<file path="src/rtl/tpb_pkg.sv">
// Shared types and constants for the tangent-plane basis and scale core.
// Used by tpb_mac, tpb_dsu and the top level; depends on nothing.
package tpb_pkg;

  localparam int FRAC_BITS  = 30;
  localparam int INDEX_BITS = 21;
  localparam int ZONE_W     = 21;

  localparam int MA_W   = 34;
  localparam int MB_W   = 32;
  localparam int ACC_W  = MA_W + MB_W;
  localparam int ROOT_W = 32;
  localparam int RAD_W  = 2 * ROOT_W;

  // one multiply-accumulate request
  typedef struct packed {
    logic                   valid;
    logic                   clr;
    logic                   shift;
    logic                   sub;
    logic signed [MA_W-1:0] a;
    logic signed [MB_W-1:0] b;
  } mac_req_t;

  // divide / square root request
  typedef struct packed {
    logic              start;
    logic              is_sqrt;
    logic [RAD_W-1:0]  num;
    logic [ROOT_W-1:0] den;
  } dsu_req_t;

  typedef struct packed {
    logic              done;
    logic [ROOT_W-1:0] result;
  } dsu_stat_t;

endpackage

</file>
<file path="src/rtl/tpb_dsu.sv">
// Iterative divide / integer square root unit, one result bit per cycle.
// Divide saturates the quotient to all ones when it will not fit. Depends on tpb_pkg.
module tpb_dsu (
  input  logic                clk,
  input  logic                rst,
  input  tpb_pkg::dsu_req_t   req,
  output tpb_pkg::dsu_stat_t  stat
);

  localparam int RW    = tpb_pkg::ROOT_W;
  localparam int REM_W = RW + 3;
  localparam int CNT_W = $clog2(RW);

  logic              busy;
  logic              done;
  logic              is_sqrt;
  logic [CNT_W-1:0]  cnt;
  logic [REM_W-1:0]  rem;
  logic [REM_W-1:0]  rem_sh;
  logic [REM_W-1:0]  sub_op;
  logic [REM_W:0]    diff;
  logic [2*RW-1:0]   sh;
  logic [RW-1:0]     res;
  logic [RW-1:0]     den;
  logic              ge;

  always_comb begin
    rem_sh = is_sqrt ? {rem[REM_W-3:0], sh[2*RW-1 -: 2]} : {rem[REM_W-2:0], sh[2*RW-1]};
    sub_op = is_sqrt ? {1'b0, res, 2'b01} : {3'b000, den};
    diff   = {1'b0, rem_sh} - {1'b0, sub_op};
    ge     = ~diff[REM_W];
  end

  always_ff @(posedge clk) begin
    if (rst) begin
      busy <= 1'b0;
      done <= 1'b0;
    end else begin
      done <= 1'b0;
      if (req.start) begin
        is_sqrt <= req.is_sqrt;
        den     <= req.den;
        cnt     <= '0;
        res     <= '0;
        if (!req.is_sqrt && req.num[2*RW-1:RW] >= req.den) begin
          res  <= '1;
          done <= 1'b1;
          busy <= 1'b0;
        end else begin
          busy <= 1'b1;
          rem  <= req.is_sqrt ? '0 : {3'b000, req.num[2*RW-1:RW]};
          sh   <= req.is_sqrt ? req.num : {req.num[RW-1:0], {RW{1'b0}}};
        end
      end else if (busy) begin
        rem <= ge ? diff[REM_W-1:0] : rem_sh;
        res <= {res[RW-2:0], ge};
        sh  <= is_sqrt ? (sh << 2) : (sh << 1);
        cnt <= cnt + 1'b1;
        if (cnt == '1) begin
          busy <= 1'b0;
          done <= 1'b1;
        end
      end
    end
  end

  assign stat.done   = done;
  assign stat.result = res;

endmodule

</file>
<file path="config.mk">
export PLATFORM = sky130hd
export DESIGN_NAME = tpb_dsu
export DESIGN_NICKNAME = d
export VERILOG_FILES = /design/src/rtl/tpb_pkg.sv /design/src/rtl/tpb_dsu.sv
export SDC_FILE = /design/constraint.sdc
export NUM_CORES = 1
export LEC_CHECK = 0
export ABC_CLOCK_PERIOD_IN_PS = 8700
export BUFFER_PORTS_ARGS = -buffer_cell sky130_fd_sc_hd__buf_2
export CORE_ASPECT_RATIO = 1.4
export CORE_MARGIN = 2
export CORE_UTILIZATION = 55
export DETAILED_ROUTE_END_ITERATION = 7
export PLACE_DENSITY_LB_ADDON = 0.3
export SLEW_MARGIN = 20
export SYNTH_ARGS = -nofsm -noshare
export SYNTH_HDL_FRONTEND = slang
export SYNTH_SLANG_ARGS = --single-unit
</file>
<file path="constraint.sdc">
create_clock -name clk -period 8.7 [get_ports clk]
set_input_delay 0.435 -clock clk [delete_from_list [all_inputs] [get_ports clk]]
set_output_delay 0.435 -clock clk [all_outputs]
set_load 0.1 [all_outputs]
</file>
# Word-level counts from Yosys, hierarchy flattened
# Index checks and enable logic that the tools add are counted.
[classes] n_addsub=2 magnitude_cmp=1 eq_ne=2 n_mux=24 bitwise=2 reduce_logical=6
[ops] cell="64-bit 2-to-1 mux" count=5
[ops] cell="34-bit 2-to-1 mux" count=5
[ops] cell="32-bit 2-to-1 mux" count=4
[ops] cell="35-bit by 34-bit subtractor with 36-bit output" count=1
[ops] cell="35-bit 2-to-1 mux" count=1
[ops] cell="32-bit >= comparator" count=1
[ops] cell="1-bit 2-to-1 mux" count=8
[ops] cell="5-bit by 1-bit adder with 5-bit output, second input constant" count=1
[ops] cell="5-bit equality test, second input constant" count=1
[ops] cell="5-bit 2-to-1 mux" count=1
[ops] cell="2-bit AND reduction" count=2
[ops] cell="3-bit AND reduction" count=1
[ops] cell="2-bit != test, second input constant" count=1
[ops] cell="1-bit inverter" count=2
[ops] cell="2-bit nonzero test" count=1
[ops] cell="1-bit logical AND" count=1
[ops] cell="1-bit zero test" count=1
[totals] register_bits=170 output_inout_bits=33 word_cells=45

# Logic depth before layout (Yosys ltp)
[depth] depth_word=5 depth_mapped=17 ltp_nobuf=13

# Worst setup path after synthesis
# OpenSTA, ideal clock, no wires.
[synth_path] path_kind="in2reg" start="input port req[97] (netlist bit)" end="register rem[0], enable pin" t_arrival_ps=4861 setup_slack_ps=3370 stages=4 n_path_buf=1 cell_sequence="clkbuf_1 nor2_1 nor2_1 and3_1"
[synth_between] elab_chain_cells=2 elab_cells_between_ends=3 cone_classes="1 x eq/ne; 2 x reduce/logical"
[synth_rtl] item="start, declared" line="tpb_dsu.sv:6" source="input tpb_pkg::dsu_req_t req,"
[synth_rtl] item="2-bit != test (no source line) / 2-bit nonzero test (equally long branches)"
[synth_rtl] item="3-bit AND reduction (no source line) (*)"
[synth_rtl] item="end signal, assigned" line="tpb_dsu.sv:51" source="rem <= req.is_sqrt ? '0 : {3'b000, req.num[2*RW-1:RW]};"
[synth_rtl] item="end signal, assigned" line="tpb_dsu.sv:55" source="rem <= ge ? diff[REM_W-1:0] : rem_sh;"
[synth_rtl] item="end, declared" line="tpb_dsu.sv:18" source="logic [REM_W-1:0] rem;"
# Mark *: on every way between the ends. The rest lies on a longest branch, timed or not.
# A chain may end at the register's enable or synchronous reset.

# Final worst setup path
[layout_path] start="register is_sqrt" end="register rem[10], data pin"
[layout_between] elab_chain_cells=5 elab_cells_between_ends=6 cone_classes="1 x add/sub; 5 x mux"
[layout_rtl] item="start, declared" line="tpb_dsu.sv:16" source="logic is_sqrt;"
[layout_rtl] item="start signal, assigned" line="tpb_dsu.sv:41" source="is_sqrt <= req.is_sqrt;"
[layout_rtl] item="35-bit 2-to-1 mux / 34-bit 2-to-1 mux (equally long branches)" line="tpb_dsu.sv:28, tpb_dsu.sv:29"
[layout_rtl] item="35-bit by 34-bit subtractor with 36-bit output" line="tpb_dsu.sv:30" source="diff = {1'b0, rem_sh} - {1'b0, sub_op};"
[layout_rtl] item="34-bit 2-to-1 mux (*)" line="tpb_dsu.sv:55"
[layout_rtl] item="34-bit 2-to-1 mux (*)" line="tpb_dsu.sv:54" source="end else if (busy) begin"
[layout_rtl] item="34-bit 2-to-1 mux (*)" line="tpb_dsu.sv:40" source="if (req.start) begin"
# Mark *: on every way between the ends. The rest lies on a longest branch, timed or not. The select of a mux whose other input is x is not followed.

==> metrics.yaml <==
outcome:
  run_status: "finished clean"
placed_design:
  port_buffers: 132
  gpl.final_weighted_congestion: 0.940
  place_inst: 1415
  place.detailed.hpwl_um: 20200
critical_path:
  critical-path-slowest-cell: "a2111o_4"
  timing.critical_path.mode_cell: "o211ai_2"
  critical_path.endpoint_type: "flip-flop"
  cp_top_family: "compound AO/OA/AOI/OAI gates"
  worst-path-buf-inv: 1
  crit_type: "reg2reg"
  timing.critical_path.fanout_max: 32
  cp_data_required_time_ns: 8.85
  critical_path.max_stage_delay_ns: 0.55
  cp-start-kind: "flip-flop"
  timing.critical_path.cells: "buf_4, mux2_2, ha_1, o211ai_2, a21oi_2, o211ai_2, o21a_1, a21o_1, a2111o_4, nand2_8, mux2i_1, o21ai_1"
  arrival_ns: 4.16
clock_tree:
  clkSinkCount: 170
  worstSkewPairLatency_ns: 0.45
  clk_transition_reported_paths_ns: 0.07
  post_cts.resized_instances: 0
  cts_post_setup_buffers_inserted: 0
  cts_hold_buf: 0
  cts_tree: "yes"
  cts_buffers: 17
  clock-root-buffer: "clkbuf_16"
  clock_path_buffers: 2
  cts.htree.levels: 4
power:
  worst_ir_drop_vdd_mv: 0.138
  seqPwrFrac_pct: 39.3
  design_power_total_mw: 2.64
  power.internal_mw: 1.75
  p_switching_mw: 0.893
  p_comb_share_pct: 31.8
  pwr_density_cell_mw_per_mm2: 208
  power.switching_fraction_pct: 33.8
  p_leak_nw: 5.41
  share_clk_of_total_power_pct: 28.9
floorplanning:
  core_area_sq_mm: 0.0200
  floorplan.die.height_um: 173
  die_area_sq_mm: 0.0217
  number_of_top_level_pins: 133
  die-width_um: 125
  effective_utilization_at_floorplan_pct: 56.3
  num_rows: 61
detailed_routing:
  vias_after_detailed_routing: 8710
  postRouteWirelength_um: 28800
  drtIter0Drc: 575
  vias_per_cell: 6.02
  final_antenna_net_count: 0
  drt_drc_violations_left: 0
  wire_per_inst_um: 19.9
  drt_first_pass_iters: 5
layout:
  design.final.nets: 1352
  num-fill-cells: 1664
  drive_gt1_share_pct: 18.7
  area.growth.synth_to_final_pct: 12.6
  antennaDiodeCount: 0
  finish.utilization_pct: 63.4
  instances_no_fill: 1448
timing:
  hold_ws_ns: 0.179
  unrepaired_setup_endpoints_after_global_routing: "false"
  fin_setup_tns_ns: 0
  setup_viols_final: 0
  worst_clock_skew_ns: 0.0118
  portion_of_the_clock_cycle_consumed_by_the_worst_path_in_the_final_layout_pct: 46.0
  max_freq_mhz: 250
  max-slew-margin-rel_pct: 28.0
  time_the_worst_path_needs_with_i_o_delays_and_setup_ns: 4.00
  finalHoldViolations: 0
  timing.final.max_slew_violations: 0
  timing_worst_slew_pin_value_ns: 1.08
synth:
  synth_fp_nets: 1250
  synth.largest_area_cell: "edfxtp_1"
  number_of_synthesized_flops_with_an_enable_pin: 168
  syn_area_sq_mm: 0.0113
  netlist_instances: 1081
  yosysSeqAreaShare_pct: 45.2
  netlist-cell-type-count: 58
  synth_top_cells_by_area: "edfxtp_1 (45%), mux2i_1 (11%), ha_1 (7.6%)"
  synth.ff_latch_count: 170
  post-synth-top-area-fraction_pct: 44.8
  yosysWarnings: 0
  post-synth-top-count-cell: "edfxtp_1"
  syn_area_per_cell_sq_um: 10.4
  yosys_most_used_dff: "edfxtp_1"
  synth.cells.most_frequent: "edfxtp_1 (168), mux2i_1 (119), o21ai_0 (90), nand2_1 (86), a21oi_1 (83)"
  asyncSetResetFlopFracSynth_pct: 0
grt:
  grt_first_pass_wirelength_um: 45700
  vias_in_the_first_global_route: 8872
  grt_start_max_net_pins: 108
  congestion_overflow_gr: 0
  grt_antenna_before_repair: 0
  globalRouteTotalUtil_pct: 26.4
worst_hold_path:
  worst_hold_path_type: "in2reg"
flow_run:
  timing.max_cap.violations: 0
[kinds of logic (layout without fill, tap and decap cells)]
family                     count (synthesis)  after routing  share of synthesized area [%]
adders and majority gates                 69             69                           7.73
buffers and inverters                    134            249                           4.83
muxes                                    155            155                           14.2
xor gates and xnor gates                  31             31                           2.41
DFF                                      170            170                           45.2
and+or+nand+nor                          216            216                           9.29
AOI/OAI and AO/OA                        306            306                           16.4
[flip-flops by register name, indices dropped and copies added (netlist names)]
| name | count |
|---|---|
| is_sqrt | 1 |
| sh | 64 |
| done | 1 |
| busy | 1 |
| den | 32 |
| cnt | 5 |
| rem | 34 |
| res | 32 |
[layout by cell type (no fill, tap or decap), drive strengths merged, types with 43 or more instances in the layout]
master | synthesis | layout
a21oi | 84 | 84
buf | 20 | 143
edfxtp | 168 | 168
ha | 68 | 68
inv | 74 | 76
mux2i | 119 | 119
nand2 | 87 | 87
nor2b | 43 | 43
o21ai | 115 | 115
[worst paths after layout]
check	start	end	slack (ns)	cells past startpoint
min	req[30]	den[30]$_DFFE_PP_	0.18	1
max	is_sqrt$_DFFE_PP_	rem[10]$_DFFE_PP_	4.70	12
max reg2reg	is_sqrt$_DFFE_PP_	rem[10]$_DFFE_PP_	4.70	12
min reg2reg	busy$_SDFF_PP0_	done$_SDFF_PP0_	0.52	2
[power by group through the flow]
stage | Sequential (mW) | Clock, mW | Combinational, mW
global placement | 1.05 | 0 | 0.811
CTS | 1.04 | 0.768 | 0.830
floorplan | 1.12 | 0 | 0.575
global route | 1.04 | 0.794 | 0.918
finish | 1.04 | 0.762 | 0.840
detailed placement | 1.05 | 0 | 0.823
[through the flow]
| step | worst slack (ns) | area (sq um) |
|---|---|---|
| 2_1_floorplan | 3.37 | 11300 |
| 3_3_place_gp | 4.66 | 12100 |
| 3_5_place_dp | 4.65 | 12100 |
| 4_1_cts | 4.75 | 12600 |
| 5_1_grt | 4.49 | 12700 |
| 6_report | 4.70 | 12700 |
[routing by layer]
metal,wire [um],vias to the layer above,global-route usage [%]
li1,-,4197,-
met1,12000,4182,33.7
met2,14600,282,46.1
met4,687,0,9.26
met3,1480,49,3.83
met5,0,-,0
[cell type report]
cell class                 count  area, sq um  area share [%]
multi-input combinational    777         5650            44.6
sequential                   170         5080            40.1
inverter                      74          278            2.19
clock buffer                  18          429            3.39
clock inverter                14          149            1.17
timing repair buffer         143          766            6.04
tap                          252          315            2.49
Power figures use the tool's default switching activity.
