===== src/rtl/tpb_pkg.sv =====
// Shared types and constants for the tangent-plane basis and scale core.
// Used by tpb_mac, tpb_dsu and the top level; depends on nothing.
package tpb_pkg;

  localparam int FRAC_BITS  = 30;
  localparam int INDEX_BITS = 21;
  localparam int ZONE_W     = 21;

  localparam int MA_W   = 34;
  localparam int MB_W   = 32;
  localparam int ACC_W  = MA_W + MB_W;
  localparam int ROOT_W = 32;
  localparam int RAD_W  = 2 * ROOT_W;

  // one multiply-accumulate request
  typedef struct packed {
    logic                   valid;
    logic                   clr;
    logic                   shift;
    logic                   sub;
    logic signed [MA_W-1:0] a;
    logic signed [MB_W-1:0] b;
  } mac_req_t;

  // divide / square root request
  typedef struct packed {
    logic              start;
    logic              is_sqrt;
    logic [RAD_W-1:0]  num;
    logic [ROOT_W-1:0] den;
  } dsu_req_t;

  typedef struct packed {
    logic              done;
    logic [ROOT_W-1:0] result;
  } dsu_stat_t;

endpackage


===== src/rtl/tpb_mac.sv =====
// Shared multiply-accumulate unit: registered product, then accumulate.
// Optional floor shift by FRAC_BITS and subtract. Depends on tpb_pkg.
module tpb_mac (
  input  logic                                clk,
  input  logic                                rst,
  input  tpb_pkg::mac_req_t                   req,
  output logic signed [tpb_pkg::ACC_W-1:0]    acc
);

  logic                              v1;
  logic                              clr1;
  logic                              shift1;
  logic                              sub1;
  logic signed [tpb_pkg::ACC_W-1:0]  prod;
  logic signed [tpb_pkg::ACC_W-1:0]  term;

  always_comb begin
    term = shift1 ? (prod >>> tpb_pkg::FRAC_BITS) : prod;
  end

  always_ff @(posedge clk) begin
    if (rst) begin
      v1 <= 1'b0;
    end else begin
      v1     <= req.valid;
      clr1   <= req.clr;
      shift1 <= req.shift;
      sub1   <= req.sub;
      prod   <= req.a * req.b;
      if (v1) begin
        acc <= (clr1 ? '0 : acc) + (sub1 ? -term : term);
      end
    end
  end

endmodule


===== config.mk =====
export PLATFORM = sky130hd
export DESIGN_NAME = tpb_mac
export DESIGN_NICKNAME = d
export VERILOG_FILES = /design/src/rtl/tpb_pkg.sv /design/src/rtl/tpb_mac.sv
export SDC_FILE = /design/constraint.sdc
export NUM_CORES = 2
export LEC_CHECK = 0
export ABC_AREA = 1
export BUFFER_PORTS_ARGS = -buffer_cell sky130_fd_sc_hd__buf_2
export CAP_MARGIN = 20
export CORE_ASPECT_RATIO = 1.75
export CORE_MARGIN = 2
export CORE_UTILIZATION = 45
export CTS_CLUSTER_DIAMETER = 50
export DETAILED_ROUTE_END_ITERATION = 16
export PLACE_DENSITY = 0.72
export SETUP_SLACK_MARGIN = 0.02
export SYNTH_ARGS = -nofsm -noshare
export SYNTH_HDL_FRONTEND = slang
export SYNTH_SLANG_ARGS = --single-unit

===== constraint.sdc =====
create_clock -name clk -period 6.9 [get_ports clk]
set_clock_uncertainty 0.1 [all_clocks]
set_input_delay 0 -clock clk [delete_from_list [all_inputs] [get_ports clk]]
set_output_delay 0 -clock clk [all_outputs]
set_load 0.01 [all_outputs]

* After elaboration in Yosys (flattened, before gate mapping)
Cells that the tools add are included.
** Storage, ports and cells
- Word-level logic and storage cells :: 14
- Register bits :: 136
- Output and inout port bits :: 66
- Bits in read-only memories :: 0
- RAM bits :: 0
- Bits in latches :: 0
- Memories :: 0
** Operators by class
- Add/sub/neg operators :: 2
- Reductions and logical operators :: 1
- Bitwise gates (word level) :: 1
- Equality and inequality tests :: 0
- Multipliers :: 1
- Muxes and demuxes :: 3
- Shift-type cells :: 0
- $lt $le $gt $ge :: 0
- Divide/modulo/power cells :: 0
** Operators with widths (number)
- 66-bit two-way mux :: 2
- 66-bit adder :: 1
- 34-bit by 32-bit multiplier with 66-bit output :: 1
- 66-bit negation :: 1
- 65-bit two-way mux :: 1
- 2-bit AND reduction :: 1
- 1-bit NOT :: 1

* Logic depth before layout (Yosys ltp)
- Depth in word-level cells :: 4
- Depth in mapped cells :: 33

* Worst setup path after synthesis
Ideal clock, no wire load.
- Kind :: input to register
- Start point :: in req[4] (netlist bit)
- End point :: reg prod[57] (netlist bit), data pin
- Cell stages on the path :: 26
- Data required time :: 6.547 ns
- Setup time :: 0.253 ns
- Data arrival time :: 7.089 ns
- Setup slack :: -0.542 ns
- Path through :: clkbuf_1 -> clkbuf_1 -> nand2_1 -> fa_1 -> fa_1 -> inv_1 -> fa_1 -> inv_1 -> fa_1 -> inv_1 -> fa_1 -> fa_1 -> inv_1 -> fa_1 -> fa_1 -> inv_1 -> ha_1 -> nand2_1 -> nor2_1 -> inv_1 -> nor2_1 -> inv_1 -> nor4_1 -> nand2_1 -> nand4_1 -> nand2_1
** Between the ends
- Cells in the longest elaborated chain, start to end :: 1
** Ends and longest elaborated chain
- start, declared :: RTL line tpb_mac.sv:6 : input tpb_pkg::mac_req_t req,
- 34-bit by 32-bit multiplier with 66-bit output :: RTL line tpb_mac.sv:29 : prod <= req.a * req.b;
- end signal, assigned :: RTL line tpb_mac.sv:29
- end, declared :: RTL line tpb_mac.sv:14 : logic signed [tpb_pkg::ACC_W-1:0] prod;
Every way passes these cells.
A chain may end at the register's enable or synchronous reset.

* Final worst setup path
- Start point :: in req[6] (netlist bit)
- End point :: reg prod[55] (netlist bit), data pin
The elaborated chain is that of the path after synthesis.

==> report_table.html <==
<table>
<tr><th>Metric</th><th>Value</th></tr>
<tr><th colspan="2">Status</th></tr>
<tr><td>Result of the run</td><td>finished clean</td></tr>
<tr><th colspan="2">Logic synthesis</th></tr>
<tr><td>Sequential fraction of the synthesis area</td><td>7.72%</td></tr>
<tr><td>Synth Warn #</td><td>0</td></tr>
<tr><td>Synth Net Count</td><td>8453</td></tr>
<tr><td>Post-synth top area share</td><td>between 40 and 50%</td></tr>
<tr><td>Flip-flop cell with the highest count after synthesis</td><td>sky130_fd_sc_hd__edfxtp_1</td></tr>
<tr><td>Number of flip-flops and latches in the synthesized netlist</td><td>between 100 and 150</td></tr>
<tr><td>Cell area after synthesis</td><td>around 53000 um2</td></tr>
<tr><td>Number of instances in the synthesized netlist</td><td>6984</td></tr>
<tr><td>Area contributors post-synth</td><td>sky130_fd_sc_hd__fa_1 (43%), sky130_fd_sc_hd__inv_1 (14%), sky130_fd_sc_hd__nand2_1 (13%), sky130_fd_sc_hd__edfxtp_1 (7.7%), sky130_fd_sc_hd__ha_1 (6.0%)</td></tr>
<tr><td>Number of library cell types mapped by synthesis</td><td>49</td></tr>
<tr><td>Commonest cells in the synthesized netlist</td><td>sky130_fd_sc_hd__inv_1 (2014), sky130_fd_sc_hd__nand2_1 (1804), sky130_fd_sc_hd__fa_1 (1143)</td></tr>
<tr><td>Synth Area per Inst</td><td>7.56 um2</td></tr>
<tr><td>Library cell with the highest instance count after synthesis</td><td>sky130_fd_sc_hd__inv_1</td></tr>
<tr><td>Share of synthesized registers carrying an async set or reset</td><td>0%</td></tr>
<tr><td>Count of flip-flops with a built-in enable after synthesis</td><td>135</td></tr>
<tr><td>Area leader, netlist</td><td>sky130_fd_sc_hd__fa_1</td></tr>
<tr><th colspan="2">STA</th></tr>
<tr><td>Achievable clock frequency</td><td>149 MHz</td></tr>
<tr><td>Hold Violations, Final</td><td>0</td></tr>
<tr><td>Number of slew-limit violations in the final report</td><td>0</td></tr>
<tr><td>Tightest Pin Transition</td><td>1030 ps</td></tr>
<tr><td>Setup repair after global routing missed its margin</td><td>no</td></tr>
<tr><td>Final clock period utilization by the worst path</td><td>between 90% and 100%</td></tr>
<tr><td>Minimum period implied by the final worst setup slack</td><td>6710 ps</td></tr>
<tr><td>Headroom to the max-slew limit</td><td>a little under a third</td></tr>
<tr><td>Final number of setup-violating endpoints</td><td>0</td></tr>
<tr><th colspan="2">Worst setup path</th></tr>
<tr><td>Worst R2R Path Depth</td><td>25</td></tr>
<tr><td>Crit Path Class</td><td>input port to flop</td></tr>
<tr><td>Delay of the slowest cell on the worst path</td><td>570 ps</td></tr>
<tr><td>Startpoint of the most critical setup path</td><td>req[6]</td></tr>
<tr><td>Required time reported for the critical path endpoint</td><td>7020 ps</td></tr>
<tr><td>Endpoint of the most critical register-to-register path</td><td>acc[65]$_DFFE_PP_</td></tr>
<tr><td>Data arrival time of the critical path</td><td>roughly 6800 ps</td></tr>
<tr><td>Critical Path Slowest Stage Cell</td><td>sky130_fd_sc_hd__fa_1</td></tr>
<tr><td>Crit. End Element</td><td>flop</td></tr>
<tr><td>Start of the worst register-to-register path</td><td>shift1$_DFFE_PN_</td></tr>
<tr><td>Maximum fanout along the worst path</td><td>17</td></tr>
<tr><td>Last element of the critical path</td><td>prod[55]$_DFFE_PN_</td></tr>
<tr><td>Register-to-register setup slack</td><td>about 910 ps</td></tr>
<tr><td>Launching element type of the critical path</td><td>input port</td></tr>
<tr><td>Most frequent cell on the critical path</td><td>sky130_fd_sc_hd__fa_1</td></tr>
<tr><th colspan="2">Die</th></tr>
<tr><td>Number of top-level pins</td><td>138</td></tr>
<tr><td>Area of the placeable core</td><td>117000 um2</td></tr>
<tr><td>Num rows</td><td>roughly 170</td></tr>
<tr><td>Full die area</td><td>120000 um2</td></tr>
<tr><td>Floorplan die height</td><td>~460 um</td></tr>
<tr><td>Horizontal die dimension</td><td>263 um</td></tr>
<tr><td>Initial standard-cell utilization of the core</td><td>45.2%</td></tr>
<tr><th colspan="2">Global routing</th></tr>
<tr><td>Pin count of the biggest net entering global routing</td><td>81</td></tr>
<tr><td>First-pass GRT wire length</td><td>roughly 280000 um</td></tr>
<tr><td>Via count of the first global-routing pass</td><td>51100</td></tr>
<tr><td>Remaining global-route overflow</td><td>0</td></tr>
<tr><td>Total global-route track usage</td><td>a little under a third</td></tr>
<tr><td>Initial antenna violation count</td><td>1</td></tr>
<tr><th colspan="2">Routing</th></tr>
<tr><td>Number of antenna-violating nets in the routed design</td><td>0</td></tr>
<tr><td>Pre-Repair DR Iteration Count</td><td>6</td></tr>
<tr><td>Detailed-route wire length on metal 1</td><td>57000 um</td></tr>
<tr><td>DRC violation total after the first TritonRoute iteration</td><td>roughly 3100</td></tr>
<tr><td>Via-per-instance ratio</td><td>5.20</td></tr>
<tr><td>Highest metal layer with signal wires</td><td>met4</td></tr>
<tr><td>Post-route DRC</td><td>0</td></tr>
<tr><td>Routed length per instance</td><td>roughly 20 um</td></tr>
<tr><td>Routed Wire Length</td><td>181000 um</td></tr>
<tr><td>WL met3</td><td>between 9000 and 10000 um</td></tr>
<tr><td>Routed vias</td><td>about 46000</td></tr>
<tr><td>WL met2</td><td>94300 um</td></tr>
<tr><th colspan="2">Clock tree</th></tr>
<tr><td>Post-CTS setup-driven buffer insertion count</td><td>0</td></tr>
<tr><td>TritonCTS clock tree</td><td>built</td></tr>
<tr><td>Cell chosen for the clock root</td><td>sky130_fd_sc_hd__clkbuf_16</td></tr>
<tr><td>Inserted Clock Buffers</td><td>17</td></tr>
<tr><td>Worst-skew pair later-pin latency</td><td>roughly 480 ps</td></tr>
<tr><td>Number of buffers on the longest clock path</td><td>2</td></tr>
<tr><td>CTS H-Tree Depth</td><td>4</td></tr>
<tr><td>CTS clock-pin slew for the worst setup and hold paths</td><td>roughly 80 ps</td></tr>
<tr><td>Number of sinks driven by the clock tree</td><td>136</td></tr>
<tr><th colspan="2">Worst hold path</th></tr>
<tr><td>Hold WC Path Type</td><td>input port to flop</td></tr>
<tr><th colspan="2">Placement</th></tr>
<tr><td>Final weighted congestion in routability-driven placement</td><td>1.13</td></tr>
<tr><td>Detailed Place HPWL</td><td>between 150000 and 200000 um</td></tr>
<tr><td>Placement-stage cell area</td><td>59000 um2</td></tr>
<tr><td>Port Buffers</td><td>around 140</td></tr>
<tr><th colspan="2">Final layout</th></tr>
<tr><td>Share of final-layout standard cells stronger than drive strength 1</td><td>10.7%</td></tr>
<tr><td>Cell area after layout</td><td>59800 um2</td></tr>
<tr><td>Synthesis-to-finish area growth</td><td>13.2%</td></tr>
<tr><td>Final core occ</td><td>between 50% and 60%</td></tr>
<tr><td>NumNets Final</td><td>about 9000</td></tr>
<tr><td>Filler Cells Inserted</td><td>11100</td></tr>
<tr><th colspan="2">Run</th></tr>
<tr><td>Max-capacitance violation count</td><td>0</td></tr>
</table>
-- layout make-up --
type	instances	area [um2]	area share (%)
clock buffer	17	425	0.712
timing repair buffer	654	5340	8.94
clock inverter	15	151	0.253
sequential	136	4070	6.82
tap	1512	1890	3.17
antenna	2	5.00	0.00837
inverter	2017	7580	12.7
multi-input combinational	4571	40300	67.4
-- metrics by stage --
| stage | std cells | worst slack [ps] | hold WS [ps] | setup TNS (ps) |
|---|---|---|---|---|
| 3_3_place_gp | 8885 | -403 | 82.7 | -5850 |
| 3_5_place_dp | 8885 | -442 | 81.8 | -7780 |
| 6_report | 8924 | 187 | 155 | 0 |
| 2_1_floorplan | 6984 | 21.8 | -28.8 | 0 |
| 4_1_cts | 8922 | 33.1 | 138 | 0 |
| 5_1_grt | 8922 | 17.0 | 166 | 0 |
-- registers in the layout, indices dropped and copies added, names as in the netlist --
signal / flops
v1: 1
sub1: 1
shift1: 1
acc: 66
prod: 66
clr1: 1
-- routing by layer --
metal / vias up / GRT usage (%)
met3: 903 / 3.79
met5: - / 0
li1: 20700 / -
met4: 0 / 26.9
met1: 22800 / 29.8
met2: 2023 / 57.4
-- cell usage in the layout, fill, tap and decap left out, types with 58 or more instances in the layout --
cell type	count
sky130_fd_sc_hd__nand2_1	1799
sky130_fd_sc_hd__inv_1	2007
sky130_fd_sc_hd__nor2_1	483
sky130_fd_sc_hd__xor2_1	126
sky130_fd_sc_hd__nand3_1	143
sky130_fd_sc_hd__ha_1	245
sky130_fd_sc_hd__edfxtp_1	135
sky130_fd_sc_hd__buf_12	58
sky130_fd_sc_hd__buf_2	125
sky130_fd_sc_hd__buf_4	453
sky130_fd_sc_hd__o21ai_0	124
sky130_fd_sc_hd__fa_1	1136
sky130_fd_sc_hd__a21oi_1	201
-- how the worst min path moves through the flow --
stage                     slack [ps]  startpoint             end  cells after the start
final                            160     req[68]  clr1$_DFFE_PN_                      2
after global placement            80     req[68]  clr1$_DFFE_PN_                      1
after CTS                        140     req[68]  clr1$_DFFE_PN_                      2
after detailed placement          80     req[68]  clr1$_DFFE_PN_                      1
after global routing             170     req[66]  sub1$_DFFE_PN_                      2
after floorplan                  -30         rst   v1$_SDFF_PP0_                      1
-- cell families after synthesis --
group | after synthesis | synth area share (%)
flip-flops | 136 | 7.72
AND/OR/NAND/NOR | 2584 | 19.5
XOR/XNOR | 150 | 2.49
AO/OA/AOI/OAI | 440 | 4.61
adder cells (fa/ha/maj) | 1397 | 49.4
buffers and inverters | 2277 | 16.4
-- timing repair --
| action | 4_1_cts | 5_1_grt |
|---|---|---|
| hold endpoints to repair | 4 | 0 |
| hold buffers | 5 | 0 |
| setup endpoints to repair | 0 | 39 |
| resized for setup | 0 | 45 |
-- critical path, delay by kind of cell --
kind	cells	cell delay, ps
AND/OR/NAND/NOR	8	960
buffers and inverters	9	1130
adder cells (fa/ha/maj)	9	4120
AO/OA/AOI/OAI	3	610
Power is not shown: default switching activity piles up to over one toggle a cycle in this logic, so the estimate is an artifact.
